<file path="config.mk">
export PLATFORM = sky130hd
export DESIGN_NAME = misc_alu_and_branch_execute_unit_flat
export DESIGN_NICKNAME = d
export VERILOG_FILES = /design/src/rtl/mabe_pkg.sv /design/src/rtl/mabe_if.sv /design/src/rtl/mabe_decode.sv /design/src/rtl/mabe_alu.sv /design/src/rtl/mabe_branch.sv /design/src/rtl/misc_alu_and_branch_execute_unit.sv /design/src/flat_wrapper.sv
export SDC_FILE = /design/constraint.sdc
export NUM_CORES = 1
export LEC_CHECK = 0
export ABC_AREA = 1
export ABC_CLOCK_PERIOD_IN_PS = 4700
export BUFFER_PORTS_ARGS = -buffer_cell sky130_fd_sc_hd__buf_2
export CAP_MARGIN = 20
export CORE_ASPECT_RATIO = 1.2
export CORE_MARGIN = 4
export CORE_UTILIZATION = 48
export CTS_CLUSTER_SIZE = 8
export DETAILED_ROUTE_END_ITERATION = 10
export PLACE_DENSITY = 0.69
export SLEW_MARGIN = 15
export SYNTH_ARGS = -nofsm -noshare
export SYNTH_HDL_FRONTEND = slang
export SYNTH_HIERARCHICAL = 1
export SYNTH_SLANG_ARGS = --single-unit
export TNS_END_PERCENT = 30
</file>
<file path="constraint.sdc">
create_clock -name clock -period 4.7 [get_ports clock]
set_input_delay 1.175 -clock clock [delete_from_list [all_inputs] [get_ports clock]]
set_output_delay 1.175 -clock clock [all_outputs]
set_load 0.01 [all_outputs]
</file>
<file path="src/rtl/mabe_pkg.sv">
// Package for the misc ALU and branch execute unit: field widths, opcodes,
// machine-cycle codes and the decoded control struct. No dependencies.
package mabe_pkg;

   localparam int unsigned ByteW  = 8;
   localparam int unsigned AddrW  = 16;
   localparam int unsigned CycW   = 3;

   // opcodes of the group
   localparam logic [ByteW-1:0] OP_JR     = 8'h18;
   localparam logic [ByteW-1:0] OP_JR_NZ  = 8'h20;
   localparam logic [ByteW-1:0] OP_JR_Z   = 8'h28;
   localparam logic [ByteW-1:0] OP_JR_NC  = 8'h30;
   localparam logic [ByteW-1:0] OP_JR_C   = 8'h38;
   localparam logic [ByteW-1:0] OP_DAA    = 8'h27;
   localparam logic [ByteW-1:0] OP_CPL    = 8'h2F;
   localparam logic [ByteW-1:0] OP_SCF    = 8'h37;
   localparam logic [ByteW-1:0] OP_CCF    = 8'h3F;
   localparam logic [ByteW-1:0] OP_JP_NZ  = 8'hC2;
   localparam logic [ByteW-1:0] OP_JP     = 8'hC3;
   localparam logic [ByteW-1:0] OP_JP_Z   = 8'hCA;
   localparam logic [ByteW-1:0] OP_JP_NC  = 8'hD2;
   localparam logic [ByteW-1:0] OP_JP_C   = 8'hDA;
   localparam logic [ByteW-1:0] OP_JP_HL  = 8'hE9;
   localparam logic [ByteW-1:0] OP_DI     = 8'hF3;
   localparam logic [ByteW-1:0] OP_EI     = 8'hFB;

   // machine-cycle counts
   localparam logic [CycW-1:0] CYC_NONE = 3'd0;
   localparam logic [CycW-1:0] CYC_1    = 3'd1;
   localparam logic [CycW-1:0] CYC_2    = 3'd2;
   localparam logic [CycW-1:0] CYC_3    = 3'd3;
   localparam logic [CycW-1:0] CYC_4    = 3'd4;

   // decimal adjust constants
   localparam logic [ByteW-1:0] DAA_HI_LIMIT = 8'h99;
   localparam logic [3:0]       DAA_LO_LIMIT = 4'd9;
   localparam logic [3:0]       DAA_FIX      = 4'h6;

   typedef struct packed {
      logic daa;
      logic cpl;
      logic ccf;
      logic scf;
      logic jp_abs;
      logic jp_cond;
      logic jp_hl;
      logic jr;
      logic jr_cond;
      logic di;
      logic ei;
   } ctrl_type;

endpackage

</file>
<file path="src/rtl/mabe_if.sv">
// Request and response channel interfaces of the misc ALU and branch unit.
// Depends on mabe_pkg for field widths.
interface mabe_req_if import mabe_pkg::*; ();
   logic             valid;
   logic             ready;
   logic [ByteW-1:0] opcode;
   logic [ByteW-1:0] acc_in;
   logic             zero_in;
   logic             sub_in;
   logic             half_in;
   logic             carry_in;
   logic [AddrW-1:0] pc_in;
   logic [AddrW-1:0] hl_in;
   logic [ByteW-1:0] imm_low;
   logic [ByteW-1:0] imm_high;
   logic             ime_in;

   modport source (output valid, opcode, acc_in, zero_in, sub_in, half_in, carry_in,
                   pc_in, hl_in, imm_low, imm_high, ime_in, input ready);
   modport sink   (input valid, opcode, acc_in, zero_in, sub_in, half_in, carry_in,
                   pc_in, hl_in, imm_low, imm_high, ime_in, output ready);
endinterface

interface mabe_rsp_if import mabe_pkg::*; ();
   logic             valid;
   logic             ready;
   logic [ByteW-1:0] acc_out;
   logic             zero_out;
   logic             sub_out;
   logic             half_out;
   logic             carry_out;
   logic [AddrW-1:0] pc_out;
   logic             ime_out;
   logic [CycW-1:0]  machine_cycles;
   logic             handled;

   modport source (output valid, acc_out, zero_out, sub_out, half_out, carry_out,
                   pc_out, ime_out, machine_cycles, handled, input ready);
   modport sink   (input valid, acc_out, zero_out, sub_out, half_out, carry_out,
                   pc_out, ime_out, machine_cycles, handled, output ready);
endinterface

</file>
<file path="src/rtl/mabe_decode.sv">
// Opcode decoder: turns the opcode byte into the control struct.
// Depends on mabe_pkg.
module mabe_decode import mabe_pkg::*; (
   input  logic [ByteW-1:0] opcode,
   output ctrl_type         ctrl
);

   always_comb begin
      ctrl = '0;
      unique case (opcode)
         OP_DAA:   ctrl.daa = 1'b1;
         OP_CPL:   ctrl.cpl = 1'b1;
         OP_CCF:   ctrl.ccf = 1'b1;
         OP_SCF:   ctrl.scf = 1'b1;
         OP_JP:    ctrl.jp_abs = 1'b1;
         OP_JP_NZ, OP_JP_Z, OP_JP_NC, OP_JP_C: ctrl.jp_cond = 1'b1;
         OP_JP_HL: ctrl.jp_hl = 1'b1;
         OP_JR:    ctrl.jr = 1'b1;
         OP_JR_NZ, OP_JR_Z, OP_JR_NC, OP_JR_C: ctrl.jr_cond = 1'b1;
         OP_DI:    ctrl.di = 1'b1;
         OP_EI:    ctrl.ei = 1'b1;
         default:  ctrl = '0;
      endcase
   end

endmodule

</file>
<file path="src/rtl/mabe_alu.sv">
// Accumulator, flag and interrupt-enable logic of the execute unit.
// Depends on mabe_pkg (ctrl_type, decimal adjust constants).
module mabe_alu import mabe_pkg::*; (
   input  ctrl_type         ctrl,
   input  logic [ByteW-1:0] acc_in,
   input  logic             zero_in,
   input  logic             sub_in,
   input  logic             half_in,
   input  logic             carry_in,
   input  logic             ime_in,
   output logic [ByteW-1:0] acc_out,
   output logic             zero_out,
   output logic             sub_out,
   output logic             half_out,
   output logic             carry_out,
   output logic             ime_out
);

   logic             adj_hi;
   logic             adj_lo;
   logic [ByteW-1:0] corr;
   logic [ByteW-1:0] daa_res;

   // adding 0x60 leaves the low nibble alone, so both tests look at acc_in
   assign adj_hi  = sub_in ? carry_in : (carry_in || (acc_in > DAA_HI_LIMIT));
   assign adj_lo  = sub_in ? half_in  : (half_in  || (acc_in[3:0] > DAA_LO_LIMIT));
   assign corr    = {(adj_hi ? DAA_FIX : 4'h0), (adj_lo ? DAA_FIX : 4'h0)};
   assign daa_res = sub_in ? (acc_in - corr) : (acc_in + corr);

   always_comb begin
      acc_out   = acc_in;
      zero_out  = zero_in;
      sub_out   = sub_in;
      half_out  = half_in;
      carry_out = carry_in;
      ime_out   = ime_in;
      if (ctrl.daa) begin
         acc_out   = daa_res;
         zero_out  = (daa_res == '0);
         half_out  = 1'b0;
         carry_out = adj_hi;
      end
      if (ctrl.cpl) begin
         acc_out  = ~acc_in;
         sub_out  = 1'b1;
         half_out = 1'b1;
      end
      if (ctrl.ccf || ctrl.scf) begin
         carry_out = ctrl.scf | ~carry_in;
         sub_out   = 1'b0;
         half_out  = 1'b0;
      end
      if (ctrl.di) ime_out = 1'b0;
      if (ctrl.ei) ime_out = 1'b1;
   end

endmodule

</file>
<file path="src/rtl/mabe_branch.sv">
// Next-PC, machine-cycle count and handled flag of the execute unit.
// Depends on mabe_pkg (ctrl_type, cycle codes).
module mabe_branch import mabe_pkg::*; (
   input  ctrl_type         ctrl,
   input  logic [ByteW-1:0] opcode,
   input  logic             zero_in,
   input  logic             carry_in,
   input  logic [AddrW-1:0] pc_in,
   input  logic [AddrW-1:0] hl_in,
   input  logic [ByteW-1:0] imm_low,
   input  logic [ByteW-1:0] imm_high,
   output logic [AddrW-1:0] pc_out,
   output logic [CycW-1:0]  machine_cycles,
   output logic             handled
);

   logic             cond;
   logic [AddrW-1:0] pc_plus1;
   logic [AddrW-1:0] pc_plus2;
   logic [AddrW-1:0] pc_plus3;
   logic [AddrW-1:0] rel_target;
   logic [AddrW-1:0] abs_target;

   // opcode bit 4 picks carry over zero, bit 3 the polarity tested
   assign cond       = (opcode[4] ? carry_in : zero_in) == opcode[3];
   assign pc_plus1   = pc_in + AddrW'(1);
   assign pc_plus2   = pc_in + AddrW'(2);
   assign pc_plus3   = pc_in + AddrW'(3);
   assign rel_target = pc_plus2 + {{(AddrW-ByteW){imm_low[ByteW-1]}}, imm_low};
   assign abs_target = {imm_high, imm_low};
   assign handled    = |ctrl;

   always_comb begin
      pc_out         = pc_in;
      machine_cycles = CYC_NONE;
      if (ctrl.daa || ctrl.cpl || ctrl.ccf || ctrl.scf || ctrl.di || ctrl.ei) begin
         pc_out         = pc_plus1;
         machine_cycles = CYC_1;
      end
      if (ctrl.jp_abs || (ctrl.jp_cond && cond)) begin
         pc_out         = abs_target;
         machine_cycles = CYC_4;
      end
      if (ctrl.jp_cond && !cond) begin
         pc_out         = pc_plus3;
         machine_cycles = CYC_3;
      end
      if (ctrl.jp_hl) begin
         pc_out         = hl_in;
         machine_cycles = CYC_1;
      end
      if (ctrl.jr || (ctrl.jr_cond && cond)) begin
         pc_out         = rel_target;
         machine_cycles = CYC_3;
      end
      if (ctrl.jr_cond && !cond) begin
         pc_out         = pc_plus2;
         machine_cycles = CYC_2;
      end
   end

endmodule

</file>
<file path="src/rtl/misc_alu_and_branch_execute_unit.sv">
// Top level of the misc ALU and branch execute unit: input register,
// decode/ALU/branch logic, response register. Depends on mabe_pkg, mabe_if,
// mabe_decode, mabe_alu and mabe_branch.
// A request goes from the input register on to the response register and is held
// there while the response side stalls. Throughput: 1 request per cycle while the
// response side does not stall; each register holds one request and advances
// when the response register is empty or the response side takes its request.
// Reset: synchronous, active high; clears both valid bits, payloads keep junk.
module misc_alu_and_branch_execute_unit import mabe_pkg::*; (
   input logic          clock,
   input logic          reset,
   mabe_req_if.sink     req_bus,
   mabe_rsp_if.source   rsp_bus
);

   // ---------------- input register ----------------
   logic             s1_valid_ff, s1_valid_in;
   logic             s1_ready;
   logic [ByteW-1:0] op_ff;
   logic [ByteW-1:0] acc_ff;
   logic             zero_ff, sub_ff, half_ff, carry_ff, ime_ff;
   logic [AddrW-1:0] pc_ff;
   logic [AddrW-1:0] hl_ff;
   logic [ByteW-1:0] imm_low_ff, imm_high_ff;

   // ---------------- response register ----------------
   logic             s2_valid_ff, s2_valid_in;
   logic             s2_ready;
   logic             s2_load;

   // ---------------- execute results ----------------
   ctrl_type         ctrl;
   logic [ByteW-1:0] acc_res;
   logic             zero_res, sub_res, half_res, carry_res, ime_res;
   logic [AddrW-1:0] pc_res;
   logic [CycW-1:0]  cyc_res;
   logic             handled_res;

   // Each stage takes a new request when empty or when it empties this cycle.
   assign s2_ready      = !s2_valid_ff || rsp_bus.ready;
   assign s1_ready      = !s1_valid_ff || s2_ready;
   assign req_bus.ready = s1_ready;
   assign s2_load       = s1_valid_ff && s2_ready;

   assign s1_valid_in = req_bus.valid ? 1'b1 : (s1_valid_ff && !s2_ready);
   assign s2_valid_in = s2_load ? 1'b1 : (s2_valid_ff && !rsp_bus.ready);

   always_ff @(posedge clock) begin
      if (reset) begin
         s1_valid_ff <= 1'b0;
         s2_valid_ff <= 1'b0;
      end else begin
         if (s1_ready) s1_valid_ff <= s1_valid_in;
         s2_valid_ff <= s2_valid_in;
      end
   end

   // Capture the request fields; hold them while the response side stalls.
   always_ff @(posedge clock) begin
      if (req_bus.valid && s1_ready) begin
         op_ff       <= req_bus.opcode;
         acc_ff      <= req_bus.acc_in;
         zero_ff     <= req_bus.zero_in;
         sub_ff      <= req_bus.sub_in;
         half_ff     <= req_bus.half_in;
         carry_ff    <= req_bus.carry_in;
         pc_ff       <= req_bus.pc_in;
         hl_ff       <= req_bus.hl_in;
         imm_low_ff  <= req_bus.imm_low;
         imm_high_ff <= req_bus.imm_high;
         ime_ff      <= req_bus.ime_in;
      end
   end

   mabe_decode u_decode (
      .opcode (op_ff),
      .ctrl   (ctrl)
   );

   mabe_alu u_alu (
      .ctrl      (ctrl),
      .acc_in    (acc_ff),
      .zero_in   (zero_ff),
      .sub_in    (sub_ff),
      .half_in   (half_ff),
      .carry_in  (carry_ff),
      .ime_in    (ime_ff),
      .acc_out   (acc_res),
      .zero_out  (zero_res),
      .sub_out   (sub_res),
      .half_out  (half_res),
      .carry_out (carry_res),
      .ime_out   (ime_res)
   );

   mabe_branch u_branch (
      .ctrl           (ctrl),
      .opcode         (op_ff),
      .zero_in        (zero_ff),
      .carry_in       (carry_ff),
      .pc_in          (pc_ff),
      .hl_in          (hl_ff),
      .imm_low        (imm_low_ff),
      .imm_high       (imm_high_ff),
      .pc_out         (pc_res),
      .machine_cycles (cyc_res),
      .handled        (handled_res)
   );

   // Load the response register straight from the execute logic.
   always_ff @(posedge clock) begin
      if (s2_load) begin
         rsp_bus.acc_out        <= acc_res;
         rsp_bus.zero_out       <= zero_res;
         rsp_bus.sub_out        <= sub_res;
         rsp_bus.half_out       <= half_res;
         rsp_bus.carry_out      <= carry_res;
         rsp_bus.pc_out         <= pc_res;
         rsp_bus.ime_out        <= ime_res;
         rsp_bus.machine_cycles <= cyc_res;
         rsp_bus.handled        <= handled_res;
      end
   end

   assign rsp_bus.valid = s2_valid_ff;

   // ---------------- assertions ----------------
   // At most one control bit is set by the decoder.
   a_ctrl_onehot: assert property (@(posedge clock) disable iff (reset)
      $onehot0(ctrl))
      else $error("decoder raised more than one instruction class");

   // Handled instructions take cycles, others report none.
   a_cyc_handled: assert property (@(posedge clock) disable iff (reset)
      s2_load |-> (handled_res == (cyc_res != CYC_NONE)))
      else $error("machine cycle count disagrees with handled flag");

   // An unknown opcode passes PC and accumulator through.
   a_pass_through: assert property (@(posedge clock) disable iff (reset)
      (s2_load && !handled_res) |-> (pc_res == pc_ff && acc_res == acc_ff))
      else $error("unhandled opcode changed PC or accumulator");

   // An accepted request occupies the input register next cycle.
   a_accept_fill: assert property (@(posedge clock) disable iff (reset)
      (req_bus.valid && req_bus.ready) |=> s1_valid_ff)
      else $error("accepted request was lost");

   // A stalled response keeps the input register from draining.
   a_stall_hold: assert property (@(posedge clock) disable iff (reset)
      (s1_valid_ff && s2_valid_ff && !rsp_bus.ready) |=> s1_valid_ff)
      else $error("input register drained during response stall");

endmodule

</file>
<file path="src/flat_wrapper.sv">
// flat-port wrapper written by rule: the top's interface ports become plain ports
module misc_alu_and_branch_execute_unit_flat import mabe_pkg::*;
  (clock, reset, req_bus_valid, req_bus_opcode, req_bus_acc_in, req_bus_zero_in, req_bus_sub_in, req_bus_half_in, req_bus_carry_in, req_bus_pc_in, req_bus_hl_in, req_bus_imm_low, req_bus_imm_high, req_bus_ime_in, req_bus_ready, rsp_bus_valid, rsp_bus_acc_out, rsp_bus_zero_out, rsp_bus_sub_out, rsp_bus_half_out, rsp_bus_carry_out, rsp_bus_pc_out, rsp_bus_ime_out, rsp_bus_machine_cycles, rsp_bus_handled, rsp_bus_ready);
  mabe_req_if req_bus_i ();
  mabe_rsp_if rsp_bus_i ();
  input logic clock;
  input logic reset;
  input wire logic [$bits(req_bus_i.valid)-1:0] req_bus_valid;
  input wire logic [$bits(req_bus_i.opcode)-1:0] req_bus_opcode;
  input wire logic [$bits(req_bus_i.acc_in)-1:0] req_bus_acc_in;
  input wire logic [$bits(req_bus_i.zero_in)-1:0] req_bus_zero_in;
  input wire logic [$bits(req_bus_i.sub_in)-1:0] req_bus_sub_in;
  input wire logic [$bits(req_bus_i.half_in)-1:0] req_bus_half_in;
  input wire logic [$bits(req_bus_i.carry_in)-1:0] req_bus_carry_in;
  input wire logic [$bits(req_bus_i.pc_in)-1:0] req_bus_pc_in;
  input wire logic [$bits(req_bus_i.hl_in)-1:0] req_bus_hl_in;
  input wire logic [$bits(req_bus_i.imm_low)-1:0] req_bus_imm_low;
  input wire logic [$bits(req_bus_i.imm_high)-1:0] req_bus_imm_high;
  input wire logic [$bits(req_bus_i.ime_in)-1:0] req_bus_ime_in;
  output wire logic [$bits(req_bus_i.ready)-1:0] req_bus_ready;
  output wire logic [$bits(rsp_bus_i.valid)-1:0] rsp_bus_valid;
  output wire logic [$bits(rsp_bus_i.acc_out)-1:0] rsp_bus_acc_out;
  output wire logic [$bits(rsp_bus_i.zero_out)-1:0] rsp_bus_zero_out;
  output wire logic [$bits(rsp_bus_i.sub_out)-1:0] rsp_bus_sub_out;
  output wire logic [$bits(rsp_bus_i.half_out)-1:0] rsp_bus_half_out;
  output wire logic [$bits(rsp_bus_i.carry_out)-1:0] rsp_bus_carry_out;
  output wire logic [$bits(rsp_bus_i.pc_out)-1:0] rsp_bus_pc_out;
  output wire logic [$bits(rsp_bus_i.ime_out)-1:0] rsp_bus_ime_out;
  output wire logic [$bits(rsp_bus_i.machine_cycles)-1:0] rsp_bus_machine_cycles;
  output wire logic [$bits(rsp_bus_i.handled)-1:0] rsp_bus_handled;
  input wire logic [$bits(rsp_bus_i.ready)-1:0] rsp_bus_ready;
  assign req_bus_i.valid = req_bus_valid;
  assign req_bus_i.opcode = req_bus_opcode;
  assign req_bus_i.acc_in = req_bus_acc_in;
  assign req_bus_i.zero_in = req_bus_zero_in;
  assign req_bus_i.sub_in = req_bus_sub_in;
  assign req_bus_i.half_in = req_bus_half_in;
  assign req_bus_i.carry_in = req_bus_carry_in;
  assign req_bus_i.pc_in = req_bus_pc_in;
  assign req_bus_i.hl_in = req_bus_hl_in;
  assign req_bus_i.imm_low = req_bus_imm_low;
  assign req_bus_i.imm_high = req_bus_imm_high;
  assign req_bus_i.ime_in = req_bus_ime_in;
  assign req_bus_ready = req_bus_i.ready;
  assign rsp_bus_valid = rsp_bus_i.valid;
  assign rsp_bus_acc_out = rsp_bus_i.acc_out;
  assign rsp_bus_zero_out = rsp_bus_i.zero_out;
  assign rsp_bus_sub_out = rsp_bus_i.sub_out;
  assign rsp_bus_half_out = rsp_bus_i.half_out;
  assign rsp_bus_carry_out = rsp_bus_i.carry_out;
  assign rsp_bus_pc_out = rsp_bus_i.pc_out;
  assign rsp_bus_ime_out = rsp_bus_i.ime_out;
  assign rsp_bus_machine_cycles = rsp_bus_i.machine_cycles;
  assign rsp_bus_handled = rsp_bus_i.handled;
  assign rsp_bus_i.ready = rsp_bus_ready;
  misc_alu_and_branch_execute_unit u_core (.clock(clock), .reset(reset), .req_bus(req_bus_i), .rsp_bus(rsp_bus_i));
endmodule
</file>
==> After elaboration in Yosys (flattened, before gate mapping) <==
Cells that the tools add are included.
{ "word_totals": {"latch_bits": 0, "mem_bits_rw": 0, "wordCells": 123, "out_inout_bits": 35, "reg_bits": 104, "mem_bits_ro": 0, "in_bits": 73, "memories": 0} }
{ "classes": {"n_mul": 0, "magnitude_cmp": 2, "n_bitwise": 3, "div_mod_pow": 0, "muxes": 39, "n_reduce_logical": 31, "n_eq_ne": 18, "add_sub_neg": 6, "shift": 0} }
{ "ops": {"columns": ["operator", "count"], "rows": [
  ["2-to-1 mux 16 bit", 6],
  ["== test 8 x 6 -> 1 bit, second input constant", 8],
  ["== test 8 bit, second input constant", 8],
  ["adder 16 x 2 -> 16 bit, second input constant", 2],
  ["2-to-1 mux 1 bit", 25],
  ["2-to-1 mux 8 bit", 3],
  ["adder 16 x 1 -> 16 bit, second input constant", 1],
  ["adder 16 bit", 1],
  ["logical OR 1 bit", 12],
  ["OR reduction 4 bit", 3],
  ["OR reduction 11 bit", 1],
  ["2-to-1 mux 3 bit", 3],
  ["adder 8 x 7 -> 8 bit", 1],
  ["== test 8 x 5 -> 1 bit, second input constant", 1],
  ["greater-than comparator 8 bit, second input constant", 1],
  ["logical AND 1 bit", 8],
  ["zero test 8 bit", 1],
  ["NOT 8 bit", 1],
  ["subtractor 8 x 7 -> 8 bit", 1],
  ["zero test 1 bit", 5],
  ["greater-than comparator 4 bit, second input constant", 1],
  ["2-to-1 mux 2 bit", 2],
  ["OR reduction 2 bit", 1],
  ["== test 1 bit", 1],
  ["2 further kinds", 2]
]} }

==> Longest topological paths before layout <==
Gate-level depths: netlist (run 1).
{ "depth": {"ltp_word": 13, "ltp_mapped": 20, "mapped_depth_nobuf": 19} }

==> Modules after synthesis <==
The synthesis (run 1) kept the hierarchy.
{ "by_module_without_submodules": {"columns": ["module", "cells_per_inst", "area_per_inst_um2", "seq_area_each_um2", "instances"], "rows": [
  ["misc_alu_and_branch_execute_unit", 114, 3154.3, 3103.0, 1],
  ["mabe_branch", 571, 2864.0, 0.0, 1],
  ["mabe_alu", 137, 699.4, 0.0, 1],
  ["mabe_decode", 44, 182.7, 0.0, 1]
]} }

==> Worst setup path before layout (run 1) <==
OpenSTA, ideal clock, no wires.
{ "synth_timing": {"kind": "input to register", "start": "input rsp_bus_ready", "end": "register u_core.rsp_bus.acc_out[0], enable pin", "setup_slack_ps": 1436, "path_buffers": 0, "cell_stages": 2, "arrival_time_ps": 2830, "t_required_ps": 4266, "setup_ps": 434, "cell_sequence": "inv_2 -> a21oi_1"} }
{ "synth_between": {"elab_chain_cells": 2} }
{ "synth_rtl": {"columns": ["item", "line_no", "text"], "rows": [
  ["start, declared", "flat_wrapper.sv:31", "input wire logic [$bits(rsp_bus_i.ready)-1:0] rsp_bus_ready;"],
  ["logical OR 1 bit", "misc_alu_and_branch_execute_unit.sv:40", "assign s2_ready = !s2_valid_ff || rsp_bus.ready;"],
  ["logical AND 1 bit", "misc_alu_and_branch_execute_unit.sv:43", "assign s2_load = s1_valid_ff && s2_ready;"],
  ["via u_core.s2_load", "misc_alu_and_branch_execute_unit.sv:29", "logic s2_load;"],
  ["end signal, assigned", "misc_alu_and_branch_execute_unit.sv:113", "rsp_bus.acc_out <= acc_res;"],
  ["end, declared", "mabe_if.sv:37", "modport source (output valid, acc_out, zero_out, sub_out, half_out, carry_out,"]
]} }
The timed path passes the listed nets, and every way through them passes these cells.
A chain may end at the register's enable or synchronous reset.

==> results of run 1 <==
-- registers in the layout, indices dropped and copies added (netlist names), 3 cells and up --
signal / flops
u_core/hl_ff: 16
u_core/pc_ff: 16
u_core/rsp_bus.pc_out: 16
u_core/acc_ff: 8
u_core/imm_high_ff: 8
u_core/imm_low_ff: 8
u_core/op_ff: 8
u_core/rsp_bus.acc_out: 8
u_core/rsp_bus.machine_cycles: 3
-- worst max-delay path, delay by kind of cell, from the launching register on --
kind             cells  cell delay (ps)
AND/OR/NAND/NOR     13             2190
flip-flops           1              490
AO/OA/AOI/OAI        1              230
-- logic make-up after synthesis --
| family | after synthesis | share of synthesized area |
|---|---|---|
| buf+inv | 123 | 0.07126 |
| flops | 104 | 0.4497 |
| simple gates | 463 | 0.2932 |
| xor+xnor | 25 | 0.03173 |
| compound gates | 118 | 0.09320 |
| fa+ha+maj | 33 | 0.06092 |
-- layer usage --
layer | part of all wire | global-route usage
met1 | 0.45 | 0.2887
met2 | 0.47 | 0.3551
met3 | 0.060 | 0.03612
met4 | 0.023 | 0.08025
met5 | 0 | 0
-- path summary, 6_finish.rpt --
| path | startpoint | to | depth (start not counted) |
|---|---|---|---|
| worst max-delay path | u_core/op_ff[4] | u_core/rsp_bus.pc_out[13] | 14 |
| worst min-delay path | u_core/s1_valid_ff | u_core/s1_valid_ff | 2 |
| worst max register to register | u_core/op_ff[4] | u_core/rsp_bus.pc_out[13] | 14 |
| worst min register to register | u_core/s1_valid_ff | u_core/s1_valid_ff | 2 |
-- synth_stat cells, types with 2 or more instances --
| master | count |
|---|---|
| o21ai_0 | 33 |
| inv_1 | 94 |
| clkinv_1 | 2 |
| nand3b_1 | 4 |
| dfxtp_1 | 2 |
| nor2_4 | 6 |
| nand3_2 | 9 |
| clkbuf_1 | 6 |
| xnor2_1 | 3 |
| nand2_2 | 7 |
| o22ai_1 | 3 |
| nand2_4 | 2 |
| xor2_1 | 22 |
| buf_4 | 6 |
| nor2_1 | 97 |
| nand2_1 | 253 |
| inv_2 | 9 |
| or2_2 | 3 |
| o21bai_1 | 5 |
| o211ai_1 | 2 |
| a21oi_1 | 53 |
| a31oi_1 | 2 |
| ha_1 | 32 |
| buf_2 | 5 |
| edfxtp_1 | 102 |
| nor2_2 | 7 |
| a21o_1 | 3 |
| nand4_1 | 9 |
| o21ai_1 | 13 |
| nor3_1 | 3 |
| nand3_1 | 61 |
-- final cells by class --
cell class / count / area [µm²]
Clock buffer: 11 / 232.7
Sequential cell: 104 / 3103
Inverter: 106 / 399.1
Clock inverter: 5 / 80.08
Multi-Input combinational cell: 639 / 3317
Timing Repair Buffer: 110 / 578.1
Fill cell: 1306 / 6013
Tap cell: 171 / 214.0
-- power by group --
part | internal, W | switching (W)
Clock | 0.000467 | 0.000328
Sequential | 0.00108 | 0.0000391
Combinational | 0.000141 | 0.000241
-- per-stage QoR --
stage,area (µm²),hold slack [ps]
2_1_floorplan,6900,456.9
3_3_place_gp,7584,490.1
3_5_place_dp,7584,497.1
4_1_cts,7896,506.0
5_1_grt,7924,521.7
6_report,7924,503.4
==> results.sh, run 1 <==
export IMPL_drv_slew=0
export IMPL_yosysTopAreaCellShare=0.4439
export IMPL_fmax_mhz=316.8
export IMPL_path_cells="nor2_2 -> nand2_1 -> nor2_1 -> nor2_1 -> nand3_1 -> nand3_1 -> o21ai_0 -> nand3_1 -> nand2_1 -> nand2_1 -> nand2_1 -> nand2_1 -> nand2_1 -> nand2_1"
export IMPL_start_util=0.4951
export IMPL_maxSlewHeadroom=0.3757
export IMPL_ys_top_cells_by_area="edfxtp_1 44%, nand2_1 14%, ha_1 5.8%"
export IMPL_worst_slew_pin_slew_ps=933.9
export IMPL_synth_enable_flop_cells=102
export IMPL_synth_nets=972
export IMPL_cts_setup_buffers=0
export IMPL_status="finished, final reports clean"
export IMPL_synth_sequential_area_ratio=0.4497
export IMPL_synth_flop_cell="edfxtp_1"
export IMPL_worstSetupPathType="reg -> reg"
export IMPL_cts_resized_gates=0
export IMPL_finalSetupViolCount=0
export IMPL_crit_path_end_kind="register"
export IMPL_slowest_delay_ps=620
export IMPL_mostFrequentLayoutCell="nand2_1"
export IMPL_synth_seq_cells=104
export IMPL_critPathRequiredTime_ps=4810
export IMPL_grt_pass1_wl_mm=28.32
export IMPL_synth_cell_type_count=39
export IMPL_worst_slack_ps=1543
export IMPL_period_share=0.6717
export IMPL_yosysTopAreaCell="edfxtp_1"
export IMPL_antenna_found_initial=0
export IMPL_io_pin_count=108
export IMPL_grtUsageTotal=0.2159
export IMPL_die_height_um=139.3
export IMPL_powerDensity_nw_per_um2=289.8
export IMPL_die_w_um=117.5
export IMPL_leakagePower_nw=3.686
export IMPL_dp_hpwl_mm=13.41
export IMPL_port_buffers=107
export IMPL_vias_per_cell=5.307
export IMPL_num_rows=47
export IMPL_drive_gt1_frac=0.1774
export IMPL_drt_total_wl_mm=17.62
export IMPL_root_buffer="clkbuf_16"
export IMPL_clkTransAtPathRegs_ps=70
export IMPL_core_area_um2=13940
export IMPL_numCtsBuffers=9
export IMPL_async_flop_share=0
export IMPL_r2r_slack_ps=1540
export IMPL_dr_pass1_iters=5
export IMPL_max_clock_path_buffers=2
export IMPL_fin_skew_ps=3.983
export IMPL_cts_tree="done"
export IMPL_antenna_left=0
export IMPL_utilization=0.5685
export IMPL_gp_congestion=0.9576
export IMPL_n_antenna_cell=0
export IMPL_fin_crit_ps=3157
export IMPL_cpMostUsedCell="nand2_1"
export IMPL_grt_max_degree=40
export IMPL_detail_route_wl_per_cell_um=15.37
export IMPL_drc=0
export IMPL_finalHoldViolCount=0
export IMPL_synthCells=866
export IMPL_rsz0062_at_grt="no"
export IMPL_cts_sink_count=104
export IMPL_grt_overflow=0
export IMPL_hold_path_class="reg -> reg"
export IMPL_max_cap_viol_count=0
export IMPL_grt_pass1_vias=5669
export IMPL_power_w=0.002297
export IMPL_crit_arrival_ps=3270
export IMPL_syn_avg_cell_area_um2=7.968
export IMPL_area_delta_synth_final_pct=14.83
export IMPL_fin_tns_setup_ps=0
export IMPL_final_nets=1076
export IMPL_cts_hold_buf=0
export IMPL_setup_worst_path_start_class="register"
export IMPL_drtIter0Drc=546
export IMPL_clk_latency_ps=360
export IMPL_yosysWarningCount=6
export IMPL_dp_slack_ps=1620
export IMPL_cts_htree_levels=3
export IMPL_syn_area_um2=6900
export IMPL_final_cell_mix="253 x nand2_1, 107 x buf_2, 102 x edfxtp_1, 97 x nor2_1, 93 x inv_1"
export IMPL_dp_cells=1129
export IMPL_dieArea_um2=16370
export IMPL_critPathSlowestCell="nor2_1"
export IMPL_irDropWorstVdd_mv=0.1953
export IMPL_critPathMaxFanout=14
export IMPL_finalNonFillerCells=1146
export IMPL_via_count=6082
No activity file was read; power rests on OpenSTA's default activity.
==> inputs of run 2 (changes only) <==
Settings changed: ABC_AREA 1 to 0, ABC_CLOCK_PERIOD_IN_PS 4700 to 3000, PLACE_DENSITY 0.69 to 0.7.
Clock period 4.7 ns to 3 ns, I/O delays scaled along.
==> results.sh, run 2 <==
export IMPL_synth_nets=726
export IMPL_n_antenna_cell=0
export IMPL_multi_input_area_um2=3369
export IMPL_finalHoldViolCount=0
export IMPL_dr_pass1_iters=5
export IMPL_max_clock_path_buffers=2
export IMPL_synth_seq_cells=104
export IMPL_num_rows=46
export IMPL_final_nets=906
export IMPL_drc=0
export IMPL_drt_total_wl_mm=17.98
export IMPL_max_cap_viol_count=0
export IMPL_gp_congestion=0.9519
export IMPL_mostFrequentLayoutCell="buf_2"
export IMPL_yosysTopAreaCellShare=0.4710
export IMPL_synth_enable_flop_cells=102
export IMPL_violations="negative setup slack"
export IMPL_grtUsageTotal=0.2328
export IMPL_synth_top_family_by_area="compound AO/OA/AOI/OAI gates"
export IMPL_clkPwrFrac=0.306
export IMPL_synth_flop_cell="edfxtp_1"
export IMPL_numCtsBuffers=9
export IMPL_worstSetupPathType="reg -> reg"
export IMPL_synth_simple_area_share=0.1593
export IMPL_cts_htree_levels=3
export IMPL_synth_xor_area_frac=0.07389
export IMPL_area_delta_synth_final_pct=28.15
export IMPL_clk_latency_ps=350
export IMPL_ys_top_cells_by_area="edfxtp_1 47%, ha_1 6.2%, xnor2_1 4.2%"
export IMPL_die_w_um=114.3
export IMPL_critPathRequiredTime_ps=3090
export IMPL_fin_crit_ps=3068
export IMPL_cts_sink_count=104
export IMPL_finalSetupViolCount=2
export IMPL_drive_gt1_frac=0.3429
export IMPL_powerDensity_nw_per_um2=432.6
export IMPL_irDropWorstVdd_mv=0.3411
export IMPL_synth_sequential_area_ratio=0.4772
export IMPL_rr_worst_depth=13
export IMPL_design_area_um2=8333
export IMPL_grt_overflow=0
export IMPL_start_util=0.4912
export IMPL_fmax_mhz=325.9
export IMPL_worst_slack_ps=-68.37
export IMPL_status="finished, violations left"
export IMPL_leakagePower_nw=3.282
export IMPL_drtIter0Drc=356
export IMPL_detail_route_wl_per_cell_um=18.48
export IMPL_clkTransAtPathRegs_ps=70
export IMPL_internal_power_w=0.002616
export IMPL_dieArea_um2=15480
export IMPL_fin_tns_setup_ps=-126.4
export IMPL_antenna_found_initial=0
export IMPL_p_sw_w=0.0009888
export IMPL_grt_max_degree=42
export IMPL_grt_pass1_wl_mm=28.18
export IMPL_period_share=1.023
export IMPL_grt_pass1_vias=5404
export IMPL_rsz0062_at_grt="yes"
export IMPL_synthCells=620
export IMPL_worst_slew_pin_slew_ps=839.1
export IMPL_drv_slew=0
export IMPL_fill_cells=1054
export IMPL_setup_worst_path_start_class="register"
export IMPL_syn_avg_cell_area_um2=10.49
export IMPL_syn_area_um2=6502
export IMPL_die_height_um=135.5
export IMPL_synth_most_common_cell="edfxtp_1"
export IMPL_switching_share=0.2743
export IMPL_power_w=0.003605
export IMPL_dp_hpwl_mm=13.98
export IMPL_cts_tree="done"
export IMPL_utilization=0.6295
export IMPL_core_area_um2=13240
export IMPL_crit_arrival_ps=3160
export IMPL_synthMuxAreaShare=0.01289
export IMPL_dp_slack_ps=-155.4
export IMPL_seqPwrFrac=0.486
export IMPL_critPathMaxFanout=6
export IMPL_synth_fa_ha_area_frac=0.06465
export IMPL_seq_area_um2=3103
export IMPL_hold_path_class="reg -> reg"
export IMPL_antenna_left=0
export IMPL_synth_compound_area_share=0.1722
export IMPL_reg_top3="u_core/hl_ff (16), u_core/pc_ff (16), u_core/rsp_bus.pc_out (16)"
export IMPL_fin_skew_ps=9.019
export IMPL_io_pin_count=108
export IMPL_final_cell_mix="107 x buf_2, 102 x edfxtp_1, 90 x buf_4, 51 x nor2_1, 42 x a21oi_1"
export IMPL_async_flop_share=0
export IMPL_vias_per_cell=5.772
export IMPL_crit_path_end_kind="register"
export IMPL_dpl_cell_area_um2=7690
export IMPL_comb_power_share=0.208
export IMPL_root_buffer="clkbuf_16"
export IMPL_maxSlewHeadroom=0.4406
export IMPL_yosysWarningCount=6
export IMPL_yosysTopAreaCell="edfxtp_1"
export IMPL_port_buffers=107
export IMPL_synth_common_cells="102 x edfxtp_1, 55 x nor2_1, 45 x a21oi_1"
export IMPL_synth_cell_type_count=75
export IMPL_hold_path_depth=2
export IMPL_via_count=5616
[run 2: cell families (layout without fill, tap and decap cells)]
| group | Yosys count | in the layout |
|---|---|---|
| AO/OA/AOI/OAI | 160 | 160 |
| multiplexers | 8 | 8 |
| flip-flops | 104 | 104 |
| XOR/XNOR | 54 | 54 |
| adder cells (fa/ha/maj) | 33 | 33 |
| AND/OR/NAND/NOR | 201 | 201 |
| buffers and inverters | 60 | 245 |
[run 2: path summary, 6_finish.rpt]
check	end	slack (ps)	from
setup / recovery	u_core/rsp_bus.pc_out[11]	-70	u_core/pc_ff[2]
hold / removal	u_core/rsp_bus.valid	510	u_core/s1_valid_ff
setup reg to reg	u_core/rsp_bus.pc_out[11]	-70	u_core/pc_ff[2]
hold reg to reg	u_core/rsp_bus.valid	510	u_core/s1_valid_ff
[run 2: layout make-up]
type,count,area share
clock buffers,9,0.02703
clock inverters,7,0.006607
inverters,28,0.01261
multi-input cells,456,0.4044
flip-flops and latches,104,0.3724
well taps,168,0.02523
repair buffers,201,0.1518
[run 2: power groups by stage]
stage	sequential (W)	clock, W	combinational (W)
after floorplan	0.00177	0	0.000411
after global placement	0.00178	0	0.000654
after detailed placement	0.00178	0	0.000669
after CTS	0.00175	0.00113	0.000681
after global routing	0.00176	0.00120	0.000818
final	0.00175	0.00110	0.000750
[run 2: layer usage]
| layer | vias up | global-route usage | wire [µm] |
|---|---|---|---|
| met5 | - | 0 | 0 |
| li1 | 2692 | - | - |
| met4 | 0 | 0.07327 | 395 |
| met2 | 216 | 0.3890 | 8788 |
| met3 | 25 | 0.04066 | 1112 |
| met1 | 2683 | 0.3086 | 7684 |
[run 2: stage by stage]
stage               hold WS [ps]  std cells
finish                     509.3        973
CTS                        512.7        956
global placement           470.5        939
floorplan                  462.5        620
detailed placement         502.0        939
global route               549.1        973
[run 2: repair_timing]
item                                   4_1_cts  5_1_grt
setup endpoints to repair                    7       15
hold buffers                                 0        0
buffers inserted                             1       17
endpoints found under the hold margin        0        0
pin swaps                                    0       18
resized for setup                            6       37
[run 2: worst max-delay path, cell delays in order, from the launching register on]
cell and delay [ps]:
edfxtp_1 530, ha_2 260, and3_4 180, xor2_2 180, ha_1 320, nand4_1 140, nor2_2 80, a2111oi_4 430
buf_4 200, buf_4 100, nor2_1 40, xnor2_1 140, a21oi_1 140, a21oi_1 80
